===== config.mk =====
export PLATFORM = sky130hd
export DESIGN_NAME = windowed_flow_min_smoother
export DESIGN_NICKNAME = d
export VERILOG_FILES = /design/src/sv/wfms_pkg.sv /design/src/sv/windowed_flow_min_smoother.sv /design/src/sv/wfms_divider.sv
export SDC_FILE = /design/constraint.sdc
export NUM_CORES = 2
export LEC_CHECK = 0
export ABC_AREA = 1
export CORE_ASPECT_RATIO = 0.8
export CORE_UTILIZATION = 55
export CTS_CLUSTER_SIZE = 12
export DETAILED_ROUTE_END_ITERATION = 10
export DONT_BUFFER_PORTS = 1
export HOLD_SLACK_MARGIN = 0.06
export PLACE_DENSITY = 0.73
export SLEW_MARGIN = 15
export SYNTH_ARGS = -nofsm -noshare
export SYNTH_HDL_FRONTEND = slang
export SYNTH_SLANG_ARGS = --single-unit
export TNS_END_PERCENT = 5

===== constraint.sdc =====
create_clock -name clk -period 7 [get_ports clk]
set_input_delay 1.75 -clock clk [delete_from_list [all_inputs] [get_ports clk]]
set_output_delay 1.75 -clock clk [all_outputs]
set_load 0.03 [all_outputs]

===== src/sv/wfms_pkg.sv =====
// Shared types and constants for the windowed flow minimum smoother.
// Used by the top level and by its checker; depends on nothing else.
`default_nettype none

package wfms_pkg;

  localparam int REQ_W       = 2;
  localparam int CYL_W       = 4;
  localparam int ALPHA_W     = 16;
  localparam int CFG_DATA_W  = 16;
  localparam int LEN_FIELD_W = 5;
  localparam int CFG_INDEX_W = 1;

  localparam logic [ALPHA_W:0]   ALPHA_ONE   = 17'h10000;
  localparam logic [ALPHA_W-1:0] ALPHA_RESET = 16'hFFFF;
  localparam logic [ALPHA_W-1:0] ROUND_HALF  = 16'h8000;

  typedef enum logic [REQ_W-1:0] {
    REQ_START  = 2'd0,
    REQ_SAMPLE = 2'd1,
    REQ_END    = 2'd2
  } req_t;

  typedef enum logic [CFG_INDEX_W-1:0] {
    CFG_RING_LENGTH     = 1'b0,
    CFG_SMOOTHING_ALPHA = 1'b1
  } cfg_index_t;

  typedef enum logic [7:0] {
    S_IDLE  = 8'b0000_0001,
    S_DIV   = 8'b0000_0010,
    S_WRITE = 8'b0000_0100,
    S_SCAN  = 8'b0000_1000,
    S_MUL_A = 8'b0001_0000,
    S_MUL_B = 8'b0010_0000,
    S_ROUND = 8'b0100_0000,
    S_OUT   = 8'b1000_0000
  } state_t;

endpackage

`default_nettype wire


===== src/sv/windowed_flow_min_smoother.sv =====
// Windowed flow minimum smoother: window averaging, ring minimum, smoother.
// Depends on wfms_pkg and wfms_divider.
// Start and sample words may follow back to back while the block is idle.
// An end word of a non-empty window runs the divider, one ring write, a scan
// of the ring over the memory port, then the smoothing and output steps.
// Synchronous reset is immediate; the ring reads as all ones until written.
`default_nettype none

module windowed_flow_min_smoother #(
  parameter int RING_DEPTH = 16,
  parameter int FLOW_BITS  = 16,
  parameter int COUNT_BITS = 16
) (
  input  wire logic                              clk,
  input  wire logic                              rst,
  input  wire logic                              cfg_we,
  input  wire logic [wfms_pkg::CFG_INDEX_W-1:0]  cfg_index,
  input  wire logic [wfms_pkg::CFG_DATA_W-1:0]   cfg_data,
  input  wire logic                              in_valid,
  output logic                                   in_stall,
  input  wire logic [wfms_pkg::REQ_W-1:0]        req_type,
  input  wire logic [wfms_pkg::CYL_W-1:0]        cylinder,
  input  wire logic [FLOW_BITS-1:0]              flow_sample,
  input  wire logic                              sample_valid,
  output logic                                   out_valid,
  input  wire logic                              out_stall,
  output logic [wfms_pkg::CYL_W-1:0]             window_cylinder,
  output logic [FLOW_BITS-1:0]                   min_flow,
  output logic [FLOW_BITS-1:0]                   filtered_flow,
  output logic [COUNT_BITS-1:0]                  samples_used,
  output logic                                   status
);

  localparam int SUM_W  = FLOW_BITS + COUNT_BITS;
  localparam int IDX_W  = (RING_DEPTH > 1) ? $clog2(RING_DEPTH) : 1;
  localparam int LEN_W  = $clog2(RING_DEPTH + 1);
  localparam int PROD_W = FLOW_BITS + wfms_pkg::ALPHA_W + 1;
  localparam int ACC_W  = PROD_W + 1;

  wfms_pkg::state_t state;

  logic [SUM_W-1:0]                    running_sum;
  logic [COUNT_BITS-1:0]               sample_count;
  logic                                window_open;
  logic [wfms_pkg::CYL_W-1:0]          open_cylinder;
  logic [IDX_W-1:0]                    ring_position;
  logic [LEN_W-1:0]                    ring_length;
  logic [wfms_pkg::ALPHA_W-1:0]        smoothing_alpha;
  logic [FLOW_BITS-1:0]                smoothed_value;
  logic                                smoother_loaded;
  logic [RING_DEPTH-1:0]               ring_valid;
  logic [FLOW_BITS-1:0]                ring_mem [RING_DEPTH];
  logic [FLOW_BITS-1:0]                rd_data;
  logic                                rd_ok;
  logic                                rd_pending;
  logic [LEN_W-1:0]                    scan_cnt;
  logic [FLOW_BITS-1:0]                min_val;
  logic [COUNT_BITS-1:0]               res_cnt;
  logic                                res_status;
  logic [ACC_W-1:0]                    acc;
  logic [PROD_W-1:0]                   mul_q;

  logic                                in_accept;
  logic                                div_start;
  logic                                div_done;
  logic [SUM_W-1:0]                    div_quo;
  logic [COUNT_BITS-1:0]               eff_count;
  logic [wfms_pkg::LEN_FIELD_W-1:0]    cfg_len_raw;
  logic [LEN_W-1:0]                    cfg_len;
  logic [IDX_W-1:0]                    pos_eff;
  logic [IDX_W-1:0]                    pos_next;
  logic                                mem_we;
  logic                                issue;
  logic [IDX_W-1:0]                    rd_addr;
  logic [FLOW_BITS-1:0]                rd_val;
  logic [FLOW_BITS-1:0]                mul_x;
  logic [wfms_pkg::ALPHA_W:0]          mul_y;
  logic [PROD_W-1:0]                   product;
  logic [ACC_W-1:0]                    acc_total;

  assign in_stall  = (state != wfms_pkg::S_IDLE);
  assign in_accept = in_valid && !in_stall;
  assign eff_count = window_open ? sample_count : '0;
  assign div_start = in_accept && (req_type == wfms_pkg::REQ_END) && (eff_count != '0);
  assign mem_we    = (state == wfms_pkg::S_WRITE);
  assign issue     = (scan_cnt < ring_length);
  assign rd_addr   = scan_cnt[IDX_W-1:0];
  assign rd_val    = rd_ok ? rd_data : '1;

  always_comb begin
    cfg_len_raw = cfg_data[wfms_pkg::LEN_FIELD_W-1:0];
    if (cfg_len_raw == '0) begin
      cfg_len = LEN_W'(1);
    end else if (int'(cfg_len_raw) > RING_DEPTH) begin
      cfg_len = LEN_W'(RING_DEPTH);
    end else begin
      cfg_len = LEN_W'(cfg_len_raw);
    end
  end

  always_comb begin
    pos_eff = (LEN_W'(ring_position) >= ring_length) ? '0 : ring_position;
    if (LEN_W'(pos_eff) + LEN_W'(1) == ring_length) begin
      pos_next = '0;
    end else begin
      pos_next = pos_eff + IDX_W'(1);
    end
  end

  always_comb begin
    if (state == wfms_pkg::S_MUL_A) begin
      mul_x = smoothed_value;
      mul_y = wfms_pkg::ALPHA_ONE - {1'b0, smoothing_alpha};
    end else begin
      mul_x = min_val;
      mul_y = {1'b0, smoothing_alpha};
    end
    product   = PROD_W'(mul_x) * PROD_W'(mul_y);
    acc_total = acc + ACC_W'(mul_q) + ACC_W'(wfms_pkg::ROUND_HALF);
  end

  wfms_divider #(
    .DIVIDEND_W (SUM_W),
    .DIVISOR_W  (COUNT_BITS)
  ) u_divider (
    .clk      (clk),
    .rst      (rst),
    .start    (div_start),
    .dividend (running_sum),
    .divisor  (sample_count),
    .done     (div_done),
    .quotient (div_quo)
  );

  always_ff @(posedge clk) begin
    if (mem_we) begin
      ring_mem[pos_eff] <= div_quo[FLOW_BITS-1:0];
    end
    rd_data <= ring_mem[rd_addr];
  end

  always_ff @(posedge clk) begin
    if (rst) begin
      state           <= wfms_pkg::S_IDLE;
      running_sum     <= '0;
      sample_count    <= '0;
      window_open     <= 1'b0;
      open_cylinder   <= '0;
      ring_position   <= '0;
      ring_length     <= LEN_W'(1);
      smoothing_alpha <= wfms_pkg::ALPHA_RESET;
      smoothed_value  <= '0;
      smoother_loaded <= 1'b0;
      ring_valid      <= '0;
      rd_pending      <= 1'b0;
      out_valid       <= 1'b0;
    end else begin
      if (cfg_we) begin
        case (wfms_pkg::cfg_index_t'(cfg_index))
          wfms_pkg::CFG_RING_LENGTH: begin
            ring_length   <= cfg_len;
            ring_valid    <= '0;
            ring_position <= '0;
          end
          wfms_pkg::CFG_SMOOTHING_ALPHA: begin
            smoothing_alpha <= cfg_data[wfms_pkg::ALPHA_W-1:0];
          end
          default: begin
          end
        endcase
      end

      if (out_valid && !out_stall && (state != wfms_pkg::S_OUT)) begin
        out_valid <= 1'b0;
      end

      unique case (state)
        wfms_pkg::S_IDLE: begin
          if (in_accept) begin
            unique case (wfms_pkg::req_t'(req_type))
              wfms_pkg::REQ_START: begin
                running_sum   <= '0;
                sample_count  <= '0;
                window_open   <= 1'b1;
                open_cylinder <= cylinder;
              end
              wfms_pkg::REQ_SAMPLE: begin
                if (window_open && sample_valid && !(&sample_count)) begin
                  running_sum  <= running_sum + SUM_W'(flow_sample);
                  sample_count <= sample_count + COUNT_BITS'(1);
                end
              end
              wfms_pkg::REQ_END: begin
                res_cnt      <= eff_count;
                window_open  <= 1'b0;
                running_sum  <= '0;
                sample_count <= '0;
                if (eff_count == '0) begin
                  res_status <= 1'b1;
                  min_val    <= '0;
                  state      <= wfms_pkg::S_OUT;
                end else begin
                  res_status <= 1'b0;
                  state      <= wfms_pkg::S_DIV;
                end
              end
              default: begin
              end
            endcase
          end
        end
        wfms_pkg::S_DIV: begin
          if (div_done) begin
            state <= wfms_pkg::S_WRITE;
          end
        end
        wfms_pkg::S_WRITE: begin
          ring_valid[pos_eff] <= 1'b1;
          ring_position       <= pos_next;
          scan_cnt            <= '0;
          min_val             <= '1;
          rd_pending          <= 1'b0;
          state               <= wfms_pkg::S_SCAN;
        end
        wfms_pkg::S_SCAN: begin
          rd_pending <= issue;
          if (issue) begin
            rd_ok    <= ring_valid[rd_addr];
            scan_cnt <= scan_cnt + LEN_W'(1);
          end
          if (rd_pending && (rd_val < min_val)) begin
            min_val <= rd_val;
          end
          if (!issue && !rd_pending) begin
            if (!smoother_loaded) begin
              smoothed_value  <= min_val;
              smoother_loaded <= 1'b1;
              state           <= wfms_pkg::S_OUT;
            end else begin
              state <= wfms_pkg::S_MUL_A;
            end
          end
        end
        wfms_pkg::S_MUL_A: begin
          acc   <= ACC_W'(product);
          state <= wfms_pkg::S_MUL_B;
        end
        wfms_pkg::S_MUL_B: begin
          mul_q <= product;
          state <= wfms_pkg::S_ROUND;
        end
        wfms_pkg::S_ROUND: begin
          smoothed_value <= acc_total[wfms_pkg::ALPHA_W +: FLOW_BITS];
          state          <= wfms_pkg::S_OUT;
        end
        wfms_pkg::S_OUT: begin
          if (!out_valid || !out_stall) begin
            out_valid       <= 1'b1;
            window_cylinder <= open_cylinder;
            min_flow        <= min_val;
            filtered_flow   <= smoothed_value;
            samples_used    <= res_cnt;
            status          <= res_status;
            state           <= wfms_pkg::S_IDLE;
          end
        end
        default: begin
          state <= wfms_pkg::S_IDLE;
        end
      endcase
    end
  end

endmodule

`default_nettype wire


===== src/sv/wfms_divider.sv =====
// Restoring divider that retires one quotient bit per cycle.
// Standalone; instantiated by windowed_flow_min_smoother.
`default_nettype none

module wfms_divider #(
  parameter int DIVIDEND_W = 32,
  parameter int DIVISOR_W  = 16
) (
  input  wire logic                  clk,
  input  wire logic                  rst,
  input  wire logic                  start,
  input  wire logic [DIVIDEND_W-1:0] dividend,
  input  wire logic [DIVISOR_W-1:0]  divisor,
  output logic                       done,
  output logic [DIVIDEND_W-1:0]      quotient
);

  localparam int CNT_W = $clog2(DIVIDEND_W + 1);

  logic [DIVISOR_W-1:0] rem;
  logic [DIVISOR_W-1:0] dvsr;
  logic [CNT_W-1:0]     cnt;
  logic                 busy;
  logic [DIVISOR_W:0]   rem_sh;
  logic [DIVISOR_W:0]   rem_diff;
  logic                 ge;

  always_comb begin
    rem_sh   = {rem, quotient[DIVIDEND_W-1]};
    rem_diff = rem_sh - {1'b0, dvsr};
    ge       = (rem_sh >= {1'b0, dvsr});
  end

  always_ff @(posedge clk) begin
    if (rst) begin
      busy <= 1'b0;
      done <= 1'b0;
    end else if (start) begin
      quotient <= dividend;
      rem      <= '0;
      dvsr     <= divisor;
      cnt      <= CNT_W'(DIVIDEND_W);
      busy     <= 1'b1;
      done     <= 1'b0;
    end else if (busy) begin
      quotient <= {quotient[DIVIDEND_W-2:0], ge};
      rem      <= ge ? rem_diff[DIVISOR_W-1:0] : rem_sh[DIVISOR_W-1:0];
      cnt      <= cnt - CNT_W'(1);
      if (cnt == CNT_W'(1)) begin
        busy <= 1'b0;
        done <= 1'b1;
      end
    end else begin
      done <= 1'b0;
    end
  end

endmodule

`default_nettype wire


---- After elaboration in Yosys (flattened, before gate mapping) ----
Memories as Yosys holds them, arrays and structs flattened. A register that Yosys moved wholly into a read port is not among the register bits.
Index checks and enable logic that the tools add are counted.
word-level totals
  register bits ........................... 349
  memory bits (writable) .................. 256
  bits of input ports ..................... 45
  output and inout port bits .............. 55
  logic and storage cells ................. 186
  memories kept ........................... 1
cells by class
  add/sub/neg operators ................... 10
  multiply operators ...................... 1
  magnitude comparators ................... 8
  eq/ne operators ......................... 25
  multiplexer cells ....................... 57
  bitwise gates (word level) .............. 4
  reductions and logical operators ........ 49
memory list
  name      words  bits a word  rd ports  clocked after Yosys merged registers in  wr ports  RTL line                          text
  ring_mem  16     16           1         1                                        1         windowed_flow_min_smoother.sv:52  logic [FLOW_BITS-1:0] ring_mem [RING_DEPTH];
operator list
  cell                    number
  $mux 16                 16
  $mux 32                 3
  $pmux 16 s2             2
  $pmux 32 s2             1
  $pmux 8 s8              1
  $mux 8                  7
  $pmux 16 s3             1
  $add 32x16->32          1
  $add 32x16->32 const B  1
  $add 32x32->32          1
  $mul 16x17->32          1
  $mux 4                  5
  $ne 2x2->1 const B      9
  $reduce_and 3->1        6
  $ge 17x16->1            1
  $mux 17                 1
  $sub 17x16->17 const A  1
  $add 16x1->16 const B   1
  $logic_not 16->1        1
  $lt 16x16->1            1
  $or 16x16->16           1
  $reduce_and 16->1       1
  $reduce_and 2->1        8
  $reduce_bool 16->1      1
  45 further kinds        82

---- Longest topological paths before layout ----
  word-level depth ........................ 8
  mapped depth ............................ 35
  mapped depth without buffers ............ 34

---- By module ----
From an unflattened synthesis, not the netlist that was laid out.
second synthesis, totals
  cell total of the unflattened synthesis .. 4,164
  area total of the unflattened synthesis .. 38,421.8 um^2
modules (own cells, without submodules)
  module                      instances  cells an instance  area each (um^2)  sequential area each (um^2)
  windowed_flow_min_smoother  1          3,648              34,140.2          15,114.5
  wfms_divider                1          516                4,281.6           2,142.1

---- Worst setup path before layout ----
OpenSTA, ideal clock, no wires.
  path kind ............................... register -> register
  from .................................... register smoothing_alpha[0] in the netlist's numbering
  to ...................................... register acc[26] (data pin)
  setup time .............................. 0.256 ns
  arrival ................................. 6.289 ns
  required time ........................... 6.744 ns
  setup slack ............................. 0.455 ns
  cell stages (with the launch flop) ...... 32
  path buffers ............................ 2
  clock period less this slack ............ 6.545 ns
  cells stage by stage .................... dfxtp_1 > inv_2 > clkbuf_1 > ha_1 > nand3_2 > nor2_2 > nand4_1 > xor2_1 > nand2_1 > nand2_1 > inv_1 > buf_2 > nand2_1 > fa_1 > fa_1 > fa_1 > inv_1 > fa_1 > fa_1 > inv_1 > fa_1 > inv_1 > ha_1 > a21o_1 > o21bai_1 > a21oi_1 > nand3_1 > a21o_1 > nand2_1 > nand2_1 > nand2_1 > nand2_1
between the ends
  word-level cells in the longest chain between the ends .. 3
ends and longest elaborated chain
  what                    RTL line                           text
  from (decl)             windowed_flow_min_smoother.sv:48   logic [wfms_pkg::ALPHA_W-1:0] smoothing_alpha;
  from (signal assigned)  windowed_flow_min_smoother.sv:151  smoothing_alpha <= wfms_pkg::ALPHA_RESET;
  from (signal assigned)  windowed_flow_min_smoother.sv:166  smoothing_alpha <= cfg_data[wfms_pkg::ALPHA_W-1:0];
  $sub 17x16->17          windowed_flow_min_smoother.sv:113  mul_y = wfms_pkg::ALPHA_ONE - {1'b0, smoothing_alpha};
  $mux 17 (*)             windowed_flow_min_smoother.sv:111  if (state == wfms_pkg::S_MUL_A) begin
  $mul 16x17->32 (*)      windowed_flow_min_smoother.sv:118  product = PROD_W'(mul_x) * PROD_W'(mul_y);
  via product[26]         windowed_flow_min_smoother.sv:78   logic [PROD_W-1:0] product;
  to (signal assigned)    windowed_flow_min_smoother.sv:245  acc <= ACC_W'(product);
  to (decl)               windowed_flow_min_smoother.sv:60   logic [ACC_W-1:0] acc;
The timed path passes the listed nets; every way through them passes the cells marked *.
A chain may end at the register's enable or synchronous reset.

---- Final worst setup path ----
  from .................................... register state[2]
  to ...................................... register acc[26] (data pin)
between the ends
  word-level cells in the longest chain between the ends .. 3
  elaborated cells on any way between the ends .. 4
  those cells by class .................... 1 x mul; 1 x eq/ne; 2 x mux
ends and longest elaborated chain
  what                                RTL line                           text
  from (decl)                         windowed_flow_min_smoother.sv:40   wfms_pkg::state_t state;
  from (signal assigned)              windowed_flow_min_smoother.sv:144  state <= wfms_pkg::S_IDLE;
  from (signal assigned)              windowed_flow_min_smoother.sv:201  state <= wfms_pkg::S_OUT;
  from (signal assigned)              windowed_flow_min_smoother.sv:204  state <= wfms_pkg::S_DIV;
  $eq 8x5->1 (*)                      windowed_flow_min_smoother.sv:111
  $mux 16 or $mux 17 (tied branches)  windowed_flow_min_smoother.sv:111
  $mul 16x17->32 (*)                  windowed_flow_min_smoother.sv:118
  via product[26]                     windowed_flow_min_smoother.sv:78
Marked as above.

==> flow_summary.json <==
{
  "cts_tree": "yes",
  "start_util_pct": 55.9,
  "die_h_um": 237,
  "wl_um": 102000,
  "synth-compound-area-share_pct": 9.67,
  "r2r_setup_slack_ns": 0.16,
  "remaining_drc_errors": 0,
  "yosysMostFrequentCell": "nand2_1",
  "synth_edf_count": 482,
  "cp_common_cell": "fa_1",
  "finish.utilization_pct": 61.2,
  "viasPerCell": 5.70,
  "first_pass_iters": 6,
  "io_buffers": 0,
  "r2r_start": "state[2]",
  "min_to": "samples_used[13]",
  "num_io_pins": 100,
  "crit_arrival_ns": 7.20,
  "seq_area_sq_um": 17300,
  "syn_avg_cell_area_sq_um": 9.43,
  "antenna_found_initial": 5,
  "htreeDepth": 3,
  "crit_fanout": 11,
  "synth_commonest_cells": "nand2_1, inv_1, nor2_1, edfxtp_1, a21oi_1",
  "grt_pass1_vias": 27600,
  "rows": 85,
  "holdPathStages": 0,
  "wl_met1_um": 44700,
  "clock-sinks": 621,
  "gp_congestion": 1.00,
  "grtUsageTotal_pct": 29.3,
  "stdcell_area_sq_um": 41500,
  "synth-simple-area-share_pct": 17.0,
  "cts_made_buffers": 67,
  "min_path_type": "flop to flop",
  "synth_fa_ha_area_share_pct": 18.4,
  "outcome": "completed",
  "fin_skew_ns": 0.0273,
  "start_kind": "flop",
  "rr_endpoint": "acc[26]",
  "clock_path_buffers": 3,
  "yosys_warnings": 0,
  "num-nets-final": 4534,
  "area_growth_pct": 9.51,
  "coreArea_sq_um": 67700,
  "max_freq_mhz": 146,
  "cp-end-kind": "flop",
  "clkLatencyLatePin_ns": 0.61,
  "max_cap_violations": 0,
  "fin_crit_sh_pct": 97.7,
  "rsz0062_at_grt": "yes",
  "min-delay-start": "res_cnt[13]",
  "whs_ns": 0.405,
  "synth_area_leader_cell": "edfxtp_1",
  "place_area_sq_um": 39200,
  "tightest_slew_ns": 1.14,
  "slowest_delay_ns": 0.54,
  "dr_wl_met3_um": 11400,
  "dieArea_sq_um": 69900,
  "final_layout_size_suffix_gt1_share_pct": 7.15,
  "setup_viol": 0,
  "path_clk_slew_ns": 0.06,
  "drt-wirelength-per-cell_um": 20.2,
  "syn_area_sq_um": 37900,
  "drt_iter0_drc": 2707,
  "multiInputGateArea_sq_um": 18100,
  "syn_inst": 4018,
  "grt_max_degree": 93,
  "final_max_slew_viol_count": 0,
  "route.met2.wl_um": 42600,
  "synth_top_cell_area_share_pct": 38.2,
  "grt_pass1_wl_um": 156000,
  "seq_area_frac_synth_pct": 45.5,
  "yosys-top-cells-area": "edfxtp_1, fa_1, nand2_1",
  "vias": 28600,
  "ys_ff_latch": 621,
  "synth_ff_type": "edfxtp_1",
  "muxShareOfSynthArea_pct": 0.661,
  "hold_violations": 0,
  "reg2reg_depth": 30,
  "final.min_clock_period_ns": 6.84,
  "synth_top_family_by_area": "adder cells",
  "required_ns": 7.36,
  "dieWidth_um": 295,
  "maxSlewHeadroom_pct": 24.1,
  "synthArstFlopShare_pct": 0,
  "syn_nets": 4496,
  "dpl.hpwl_um": 73800,
  "synthXorXnorAreaFrac_pct": 1.54,
  "fillerInstances": 5625,
  "highest_layer": "met5",
  "final_antenna_net_count": 0,
  "crit_type": "flop to flop",
  "overflow": 0,
  "cp_slowest_cell": "fa_1",
  "root_buffer": "clkbuf_16",
  "ys_types": 55
}
[critical path, delay by kind of cell, from the launching register on]
kind	cells	cell delay, ns
fa+ha+maj	7	3.09
buf+inv	9	1.25
simple gates	9	1.01
compound gates	5	0.94
flops	1	0.32
[per-layer routing]
metal / up-vias / global-route usage (%)
met4: 4 / 8.27
met1: 13600 / 43.1
met5: - / 0
met3: 190 / 8.04
li1: 13500 / -
met2: 1324 / 42.2
[how the worst max path moves through the flow]
| stage | startpoint | to | slack (ns) | depth (start not counted) |
|---|---|---|---|---|
| finish | state[2] | acc[26] | 0.16 | 30 |
| global route | smoothing_alpha[0] | acc[26] | -0.13 | 33 |
| CTS | state[7] | mul_q[27] | 0.08 | 25 |
| detailed placement | state[7] | acc[21] | 0.1 | 26 |
| global placement | state[2] | acc[27] | 0.15 | 25 |
| floorplan | smoothing_alpha[0] | acc[26] | 0.45 | 31 |
[logic make-up (layout without fill, tap and decap cells)]
logic type | Yosys count | count (layout)
AOI/OAI and AO/OA | 623 | 623
adders and majority gates | 433 | 433
xor gates and xnor gates | 64 | 64
buffers and inverters | 699 | 792
other | 0 | 2
DFF | 621 | 621
and+or+nand+nor | 1553 | 1553
muxes | 25 | 25
[layout by cell type, fill, tap and decap left out, types with 32 or more instances in the layout]
cell type | netlist | final
a21oi_1 | 227 | 225
buf_4 | 5 | 88
clkbuf_16 | 0 | 70
dfxtp_1 | 139 | 139
edfxtp_1 | 482 | 482
fa_1 | 209 | 209
ha_1 | 224 | 224
inv_1 | 553 | 546
nand2_1 | 754 | 752
nand3_1 | 137 | 136
nand4_1 | 42 | 42
nor2_1 | 512 | 498
nor3_1 | 37 | 32
o21ai_0 | 192 | 191
o32ai_1 | 43 | 43
xor2_1 | 38 | 37
[timing repair]
action	in CTS	in global routing
hold buffers	0	0
endpoints found under the setup margin	0	34
setup buffers	0	8
gates resized for setup	0	29
[layout make-up]
| cell class | instances | area share, % |
|---|---|---|
| diodes | 2 | 0.0121 |
| clock buffers | 109 | 4.82 |
| clock inverters | 15 | 0.296 |
| inverters | 576 | 5.26 |
| multi-input cells | 2698 | 43.5 |
| flip-flops and latches | 621 | 41.6 |
| well taps | 913 | 2.75 |
| repair buffers | 92 | 1.74 |
[flip-flops by register name, indices dropped and copies added (netlist names), 5 cells and up]
register,flops
state,8
min_val,16
res_cnt,16
filtered_flow,16
u_divider.quotient,32
scan_cnt,5
sample_count,16
samples_used,16
u_divider.rem,16
ring_length,5
u_divider.cnt,6
smoothed_value,16
min_flow,16
ring_mem,256
running_sum,32
mul_q,32
rd_data,16
u_divider.dvsr,16
acc,32
ring_valid,16
smoothing_alpha,16
[stage by stage]
stage                     TNS, ns  instances  worst slack [ns]
after floorplan                 0       4018             0.455
after global placement          0       4892             0.151
after detailed placement        0       4892            0.0974
after CTS                       0       5016            0.0819
after global routing        -1.21       5024            -0.134
final                           0       5026             0.162
Power is left out: the tool's default activity adds up to more than one toggle a clock period on the data nets, which glitch-free logic cannot reach.
